==> config.mk <==
export PLATFORM = sky130hd
export DESIGN_NAME = bounded_deque_unit
export DESIGN_NICKNAME = d
export VERILOG_FILES = /design/src/rtl/core/bdq_pkg.sv /design/src/rtl/core/bdq_mem.sv /design/src/rtl/core/bounded_deque_unit.sv
export SDC_FILE = /design/constraint.sdc
export NUM_CORES = 1
export LEC_CHECK = 0
export BUFFER_PORTS_ARGS = -buffer_cell sky130_fd_sc_hd__buf_2
export CAP_MARGIN = 20
export CORE_ASPECT_RATIO = 0.6
export CORE_MARGIN = 2
export CORE_UTILIZATION = 50
export CTS_CLUSTER_SIZE = 12
export DETAILED_ROUTE_END_ITERATION = 10
export PLACE_DENSITY = 0.66
export SLEW_MARGIN = 20
export SYNTH_ARGS = -nofsm -noshare
export SYNTH_HDL_FRONTEND = slang
export SYNTH_SLANG_ARGS = --single-unit
==> constraint.sdc <==
create_clock -name clk -period 10.2 [get_ports clk]
set_clock_uncertainty 0.2 [all_clocks]
set_input_delay 0.51 -clock clk [delete_from_list [all_inputs] [get_ports clk]]
set_output_delay 0.51 -clock clk [all_outputs]
set_load 0.01 [all_outputs]
==> src/rtl/core/bdq_pkg.sv <==
// shared types and codes for the bounded deque
package bdq_pkg;

    localparam int CMD_W   = 3;
    localparam int STS_W   = 3;
    localparam int DATA_W  = 32;
    localparam int CAP_W   = 6;

    localparam logic [CAP_W-1:0] CAP_RESET = 6'd32;

    localparam logic [CMD_W-1:0] CMD_PUSH_FRONT = 3'd0;
    localparam logic [CMD_W-1:0] CMD_POP_FRONT  = 3'd1;
    localparam logic [CMD_W-1:0] CMD_PUSH_BACK  = 3'd2;
    localparam logic [CMD_W-1:0] CMD_POP_BACK   = 3'd3;
    localparam logic [CMD_W-1:0] CMD_LIST       = 3'd4;

    localparam logic [STS_W-1:0] STS_INSERTED = 3'd0;
    localparam logic [STS_W-1:0] STS_REMOVED  = 3'd1;
    localparam logic [STS_W-1:0] STS_FULL     = 3'd2;
    localparam logic [STS_W-1:0] STS_EMPTY    = 3'd3;
    localparam logic [STS_W-1:0] STS_LISTED   = 3'd4;

    typedef enum logic {
        IDLE,
        RUN
    } bdq_state_t;

endpackage

==> src/rtl/core/bdq_mem.sv <==
// entry storage: one write port, one registered read port
module bdq_mem
    import bdq_pkg::*;
#(
    parameter int DEPTH = 32,
    parameter int AW    = 5
)
(
    input  logic              clk,
    input  logic              we,
    input  logic [AW-1:0]     waddr,
    input  logic [DATA_W-1:0] wdata,
    input  logic              re,
    input  logic [AW-1:0]     raddr,
    output logic [DATA_W-1:0] rdata
);

    logic [DATA_W-1:0] mem [DEPTH];
    logic [DATA_W-1:0] rdata_reg;

    always_ff @(posedge clk)
    begin
        if (we)
        begin
            mem[waddr] <= wdata;
        end
    end

    always_ff @(posedge clk)
    begin
        if (re)
        begin
            rdata_reg <= mem[raddr];
        end
    end

    assign rdata = rdata_reg;

endmodule

==> src/rtl/core/bounded_deque_unit.sv <==
// bounded deque top level: command decode, pointer control and result register
// push, full and empty results appear in the cycle after the command transfer
// pop results and the first listed entry pass through the memory read register, then the result register
// listing gives one entry per cycle while the result register is free
// the next command waits for the walk and a free result register; unstalled, a push every cycle
// reset clears head, count and result valid and sets capacity to 32; storage is not cleared
module bounded_deque_unit
    import bdq_pkg::*;
#(
    parameter int DEPTH = 32
)
(
    input  logic                     clk,
    input  logic                     rst_n,
    input  logic                     cfg_wr_en,
    input  logic [CAP_W-1:0]         cfg_wr_data,
    input  logic                     in_valid,
    output logic                     in_stall,
    input  logic [CMD_W-1:0]         cmd,
    input  logic signed [DATA_W-1:0] value_in,
    output logic                     out_valid,
    input  logic                     out_stall,
    output logic [STS_W-1:0]         status,
    output logic signed [DATA_W-1:0] value_out,
    output logic                     last
);

    localparam int IW  = (DEPTH > 1) ? $clog2(DEPTH) : 1;
    localparam int CW  = $clog2(DEPTH + 1);
    localparam int SW  = CW + 1;
    localparam int CPW = (CW > CAP_W) ? CW : CAP_W;

    function automatic logic [IW-1:0] wrap(input logic [SW-1:0] sum);
        logic [SW-1:0] d;
        d = sum - SW'(DEPTH);
        return (sum >= SW'(DEPTH)) ? d[IW-1:0] : sum[IW-1:0];
    endfunction

    bdq_state_t          state_reg, state_next;
    logic [IW-1:0]       head_reg, head_next;
    logic [CW-1:0]       count_reg, count_next;
    logic [CAP_W-1:0]    cap_reg;
    logic [IW-1:0]       ptr_reg, ptr_next;
    logic [CW-1:0]       rem_reg, rem_next;
    logic [STS_W-1:0]    run_sts_reg, run_sts_next;
    logic                out_valid_reg, out_valid_next;
    logic [STS_W-1:0]    status_reg, status_next;
    logic [DATA_W-1:0]   value_reg, value_next;
    logic                last_reg, last_next;

    logic                out_free;
    logic                accept;
    logic                out_load;
    logic                is_full;
    logic                is_empty;
    logic                mem_we;
    logic [IW-1:0]       mem_waddr;
    logic                mem_re;
    logic [IW-1:0]       mem_raddr;
    logic [DATA_W-1:0]   mem_rdata;

    bdq_mem #(
        .DEPTH (DEPTH),
        .AW    (IW)
    ) u_mem (
        .clk   (clk),
        .we    (mem_we),
        .waddr (mem_waddr),
        .wdata (value_in),
        .re    (mem_re),
        .raddr (mem_raddr),
        .rdata (mem_rdata)
    );

    assign out_free = !out_valid_reg || !out_stall;
    assign in_stall = !((state_reg == IDLE) && out_free);
    assign accept   = in_valid && !in_stall;
    assign is_full  = (CPW'(count_reg) >= CPW'(cap_reg)) || (count_reg == CW'(DEPTH));
    assign is_empty = (count_reg == '0);

    always_comb
    begin
        state_next   = state_reg;
        head_next    = head_reg;
        count_next   = count_reg;
        ptr_next     = ptr_reg;
        rem_next     = rem_reg;
        run_sts_next = run_sts_reg;
        out_load     = 1'b0;
        status_next  = status_reg;
        value_next   = value_reg;
        last_next    = last_reg;
        mem_we       = 1'b0;
        mem_waddr    = head_reg;
        mem_re       = 1'b0;
        mem_raddr    = head_reg;

        unique case (state_reg)
            IDLE:
            begin
                if (accept)
                begin
                    case (cmd) inside
                        CMD_PUSH_FRONT, CMD_PUSH_BACK:
                        begin
                            out_load   = 1'b1;
                            value_next = '0;
                            last_next  = 1'b1;
                            if (is_full)
                            begin
                                status_next = STS_FULL;
                            end
                            else
                            begin
                                status_next = STS_INSERTED;
                                mem_we      = 1'b1;
                                count_next  = count_reg + CW'(1);
                                if (cmd == CMD_PUSH_FRONT)
                                begin
                                    head_next = wrap(SW'(head_reg) + SW'(DEPTH - 1));
                                    mem_waddr = wrap(SW'(head_reg) + SW'(DEPTH - 1));
                                end
                                else
                                begin
                                    mem_waddr = wrap(SW'(head_reg) + SW'(count_reg));
                                end
                            end
                        end
                        CMD_POP_FRONT, CMD_POP_BACK:
                        begin
                            if (is_empty)
                            begin
                                out_load    = 1'b1;
                                status_next = STS_EMPTY;
                                value_next  = '0;
                                last_next   = 1'b1;
                            end
                            else
                            begin
                                mem_re       = 1'b1;
                                count_next   = count_reg - CW'(1);
                                rem_next     = '0;
                                run_sts_next = STS_REMOVED;
                                state_next   = RUN;
                                if (cmd == CMD_POP_FRONT)
                                begin
                                    mem_raddr = head_reg;
                                    head_next = wrap(SW'(head_reg) + SW'(1));
                                end
                                else
                                begin
                                    mem_raddr = wrap(SW'(head_reg) + SW'(count_reg) - SW'(1));
                                end
                            end
                        end
                        CMD_LIST:
                        begin
                            if (is_empty)
                            begin
                                out_load    = 1'b1;
                                status_next = STS_EMPTY;
                                value_next  = '0;
                                last_next   = 1'b1;
                            end
                            else
                            begin
                                mem_re       = 1'b1;
                                mem_raddr    = head_reg;
                                ptr_next     = wrap(SW'(head_reg) + SW'(1));
                                rem_next     = count_reg - CW'(1);
                                run_sts_next = STS_LISTED;
                                state_next   = RUN;
                            end
                        end
                        default:
                        begin
                        end
                    endcase
                end
            end
            RUN:
            begin
                // read data waits in the memory output until the result register frees
                if (out_free)
                begin
                    out_load    = 1'b1;
                    status_next = run_sts_reg;
                    value_next  = mem_rdata;
                    last_next   = (rem_reg == '0);
                    if (rem_reg == '0)
                    begin
                        state_next = IDLE;
                    end
                    else
                    begin
                        mem_re    = 1'b1;
                        mem_raddr = ptr_reg;
                        ptr_next  = wrap(SW'(ptr_reg) + SW'(1));
                        rem_next  = rem_reg - CW'(1);
                    end
                end
            end
            default:
            begin
                state_next = IDLE;
            end
        endcase

        out_valid_next = out_load || (out_valid_reg && out_stall);
    end

    always_ff @(posedge clk or negedge rst_n)
    begin
        if (!rst_n)
        begin
            state_reg     <= IDLE;
            head_reg      <= '0;
            count_reg     <= '0;
            cap_reg       <= CAP_RESET;
            out_valid_reg <= 1'b0;
        end
        else
        begin
            state_reg     <= state_next;
            head_reg      <= head_next;
            count_reg     <= count_next;
            out_valid_reg <= out_valid_next;
            if (cfg_wr_en)
            begin
                cap_reg <= cfg_wr_data;
            end
        end
    end

    always_ff @(posedge clk)
    begin
        ptr_reg     <= ptr_next;
        rem_reg     <= rem_next;
        run_sts_reg <= run_sts_next;
        if (out_load)
        begin
            status_reg <= status_next;
            value_reg  <= value_next;
            last_reg   <= last_next;
        end
    end

    assign out_valid = out_valid_reg;
    assign status    = status_reg;
    assign value_out = value_reg;
    assign last      = last_reg;

endmodule

==> run summary <==
The run finished with clean final reports. The worst pin sits at a relative slew slack of 21.1%. Sequential cells burn 36.8% of the power.

The number of enable-type register cells in the synthesized netlist was 1105. After clock tree synthesis, the clock-pin slew on the worst setup and hold paths is 0.07 ns. The register with the most flip-flops in the layout has 1024 of them. The count of final max-slew check failures was 0.

For this run, the register share of the synthesized area comes to 74.9%. Entering global routing, the biggest net connects 139 pins. The via count of the first global-routing pass was 26700. The total of hold buffers inserted after clock tree synthesis is 20, and the relative area change from synthesis to final layout is 10.7%. The worst path in the final design needs a cycle of 5.72 ns, including I/O delays and setup.

After clock tree synthesis, the setup repair step added 0 buffers. The clock passes through at most 3 buffers. Fraction of post-synthesis cell area in the top cell type by area: 73.9%.

After synthesis, the mean cell area works out to 14.9 µm². In this run switching power makes up 39.6% of total power. The top fanout value on the critical path works out to 92. The critical path class was reg2reg. TritonCTS built the clock tree. The share of layout cells above drive strength 1 is 11.9%, and the number of search-and-repair iterations in the first detailed-routing pass is 6.

The number of buffer cells added on primary ports works out to 83. The final count of hold timing violations came out at 0. From bottom edge to top edge, the die measures 236 µm.

The kind of capture point of the worst setup path was a register. The number of warnings reported in the yosys synthesis log is 0. The most used flip-flop cell after synthesis is sky130_fd_sc_hd__edfxtp_1. The die covers 0.0923 mm².

The global router's overall resource usage is 27.0%, and the count of nets left with antenna violations after detail routing is 0. Setup repair after global routing left no endpoint under its margin. Counting every sink on the clock net gives 1124. The post-layout instance count excluding filler cells was 4288.

In this run the power spent charging and discharging nets is 0.00603 W. The cell at the root of the clock tree is sky130_fd_sc_hd__clkbuf_16. In this run the horizontal extent of the chip is 391 µm. The DRC violations left is 0. The core region is 0.0893 mm². In the final design database the tool counted 3147 nets. The latest clock arrival within the worst-skew pair was 0.72 ns. For this design the static power due to leakage is 16.3 nW.

Path type of the worst min-delay path: in2async. For the number of different library cells in the post-synthesis netlist, the log shows 69. Starting density of the core: 50.3%. The flop and latch count out of synthesis is 1124.

Once detailed placement completed, the half-perimeter wirelength came to 63.2 mm. The count of cells along the worst register-to-register path works out to 12. At the worst endpoint, the arrival time is 6.04 ns. Cell internal power was estimated by the tool at 0.00921 W. Post-cts resize count: 0. The number of top-level design ports was 84; the global-route wire length before repair was 181 mm. The tools report the detailed router's first-iteration violation count as 3796.

The via density per instance came out at 6.44. The final total negative setup slack came out at 0 ns. The cell area after technology mapping was 0.0449 mm²; the clock buffer count from CTS was 106.

For the highest clock rate, the log shows 175 MHz. Initial antenna violation count: 7. Across the run, the number of max-cap violations was 0. The run gives 40.2% as the combinational share of power.

IR analysis of the VDD net gives a maximum drop of 0.390 mV. Placer congestion estimate: 0.866. Detailed routing inserted a total of 27600 vias.

The biggest area contributor in the post-synthesis netlist is sky130_fd_sc_hd__edfxtp_1. Synthesis produced a netlist with a net count of 3076. Slew at the pin closest to its max-slew limit: 1.18 ns. The power share of the clock group came out at 23.0%. The total overflow left after global routing is 0. The worst path uses 56.1% of the clock period.

STA classifies the critical path startpoint as a register. Yosys attributes the largest share of cell area to sky130_fd_sc_hd__edfxtp_1, sky130_fd_sc_hd__nand2_1, sky130_fd_sc_hd__a21oi_1. For this block, the routed nets add up to 125 mm of wire. The logs give 3 for the number of levels in the clock H-tree and 4127 for the number of placed cells counting well taps. In this run the power density over the cells is 306 mW/mm². The synthesized instance count was 3010.

The total number of placement rows was 85. Of all flip-flops after synthesis, the portion carrying an async set or reset was 1.69%. After detailed routing, the average wire length per cell comes to 29.2 µm. Setup violations remaining at the end of the flow were counted as 0. The run gives 10.51 ns as the required time reported for the critical path endpoint.
[worst paths after layout]
| check | from | to | slack (ns) |
|---|---|---|---|
| worst max-delay path | head_reg[0]$_DFFE_PN0P_ | u_mem.rdata[8]$_DFFE_PP_ | 4.48 |
| worst min-delay path | rst_n | count_reg[1]$_DFFE_PN0P_ | 0.08 |
| worst max register to register | head_reg[0]$_DFFE_PN0P_ | u_mem.rdata[8]$_DFFE_PP_ | 4.48 |
| worst min register to register | run_sts_reg[2]$_DFFE_PP_ | status[2]$_SDFFCE_PN0P_ | 0.35 |
| max in group asynchronous | rst_n | cap_reg[5]$_DFFE_PN1P_ | 9.37 |
| min in group clk | cmd[0] | out_valid$_DFF_PN0_ | 0.08 |
[per-layer routing]
| metal | global-route usage (%) | share of wire [%] | up-vias |
|---|---|---|---|
| met5 | 0 | 0.018 | - |
| met4 | 7.86 | 2.8 | 4 |
| met3 | 6.22 | 11 | 250 |
| met2 | 39.5 | 43 | 1708 |
| met1 | 40.4 | 42 | 13900 |
| li1 | - | - | 11700 |
[worst max-delay path, stage by stage, from the launching register on]
cell and delay [ns]:
sky130_fd_sc_hd__dfrtp_1 0.51, sky130_fd_sc_hd__ha_1 0.30, sky130_fd_sc_hd__fa_1 0.56, sky130_fd_sc_hd__inv_1 0.10, sky130_fd_sc_hd__ha_1 0.30, sky130_fd_sc_hd__a31oi_1 0.42, sky130_fd_sc_hd__and2_4 0.33, sky130_fd_sc_hd__buf_4 0.80
sky130_fd_sc_hd__buf_4 0.81, sky130_fd_sc_hd__a21oi_1 0.16, sky130_fd_sc_hd__a221oi_1 0.40, sky130_fd_sc_hd__nor3_1 0.17, sky130_fd_sc_hd__nor4_1 0.33
[power groups by stage]
stage          sequential, W  clock (W)  combinational, W
4_1_cts              0.00561    0.00355           0.00601
6_report             0.00561    0.00350           0.00613
5_1_grt              0.00563    0.00372           0.00654
3_3_place_gp         0.00570          0           0.00583
3_5_place_dp         0.00570          0           0.00597
2_1_floorplan        0.00565          0           0.00420
[stage by stage]
| stage | worst slack (ns) | utilization, % | area (µm²) | power (W) | hold WS [ns] |
|---|---|---|---|---|---|
| detailed placement | 4.57 | 52.2 | 46700 | 0.0117 | 0.284 |
| finish | 4.48 | 55.7 | 49700 | 0.0152 | 0.0762 |
| global placement | 4.67 | 52.2 | 46600 | 0.0115 | 0.276 |
| floorplan | 4.87 | - | 44900 | 0.00984 | 0.0144 |
| global route | 4.17 | 55.7 | 49700 | 0.0159 | 0.109 |
| CTS | 4.53 | 55.7 | 49700 | 0.0152 | 0.0160 |
[cell type report]
cell class,instances,area (µm²)
diodes,2,5.00
flip-flops and latches,1124,33700
well taps,1174,1470
fillers,6903,39600
multi-input cells,1659,10500
inverters,19,71.3
clock inverters,14,103
repair buffers,171,1170
clock buffers,125,2770
[Yosys cell counts (5+ instances only)]
cell type	instances
sky130_fd_sc_hd__buf_4	32
sky130_fd_sc_hd__nor3_1	88
sky130_fd_sc_hd__a21oi_1	277
sky130_fd_sc_hd__inv_1	17
sky130_fd_sc_hd__a31oi_1	5
sky130_fd_sc_hd__or3_1	6
sky130_fd_sc_hd__xnor2_1	24
sky130_fd_sc_hd__buf_2	50
sky130_fd_sc_hd__edfxtp_1	1105
sky130_fd_sc_hd__a21oi_2	10
sky130_fd_sc_hd__o21ai_0	23
sky130_fd_sc_hd__nand3_1	35
sky130_fd_sc_hd__clkbuf_1	108
sky130_fd_sc_hd__a32oi_1	124
sky130_fd_sc_hd__a221oi_2	20
sky130_fd_sc_hd__a21o_1	9
sky130_fd_sc_hd__a21boi_0	41
sky130_fd_sc_hd__a21boi_1	19
sky130_fd_sc_hd__a221oi_1	108
sky130_fd_sc_hd__nor4_1	30
sky130_fd_sc_hd__ha_1	19
sky130_fd_sc_hd__mux2i_1	128
sky130_fd_sc_hd__nor3b_1	5
sky130_fd_sc_hd__o31ai_1	6
sky130_fd_sc_hd__nor2_1	31
sky130_fd_sc_hd__and2_1	35
sky130_fd_sc_hd__nand2_1	553
sky130_fd_sc_hd__a211oi_1	5
sky130_fd_sc_hd__dfrtp_1	18
sky130_fd_sc_hd__buf_6	15
sky130_fd_sc_hd__xor2_1	6
[kinds of logic (layout without fill, tap and decap cells)]
family / after synthesis / in the layout / share of synthesized area (%)
flops: 1124 / 1124 / 74.9
xor+xnor: 30 / 30 / 0.585
compound gates: 672 / 672 / 10.6
fa+ha+maj: 20 / 20 / 0.574
mux: 132 / 132 / 2.95
buf+inv: 227 / 329 / 2.59
simple gates: 805 / 805 / 7.73
other cells: 0 / 2 / 0
[cells in the final DEF (no fill, tap or decap), types with 11 or more instances in the layout]
master                          count
sky130_fd_sc_hd__a21boi_0          41
sky130_fd_sc_hd__a21boi_1          19
sky130_fd_sc_hd__a21oi_1          259
sky130_fd_sc_hd__a21oi_2           11
sky130_fd_sc_hd__a21oi_4           17
sky130_fd_sc_hd__a221oi_1         108
sky130_fd_sc_hd__a221oi_2          20
sky130_fd_sc_hd__a32oi_1          124
sky130_fd_sc_hd__and2_1            34
sky130_fd_sc_hd__buf_2             83
sky130_fd_sc_hd__buf_4             65
sky130_fd_sc_hd__clkbuf_1          17
sky130_fd_sc_hd__clkbuf_16        108
sky130_fd_sc_hd__dfrtp_1           17
sky130_fd_sc_hd__dlygate4sd3_1     20
sky130_fd_sc_hd__edfxtp_1        1105
sky130_fd_sc_hd__ha_1              19
sky130_fd_sc_hd__inv_1             17
sky130_fd_sc_hd__mux2i_1          128
sky130_fd_sc_hd__nand2_1          552
sky130_fd_sc_hd__nand3_1           34
sky130_fd_sc_hd__nor2_1            26
sky130_fd_sc_hd__nor3_1            70
sky130_fd_sc_hd__nor3_2            19
sky130_fd_sc_hd__nor4_1            30
sky130_fd_sc_hd__o21ai_0           23
sky130_fd_sc_hd__xnor2_1           24
No activity file was read; power rests on OpenSTA's default activity.
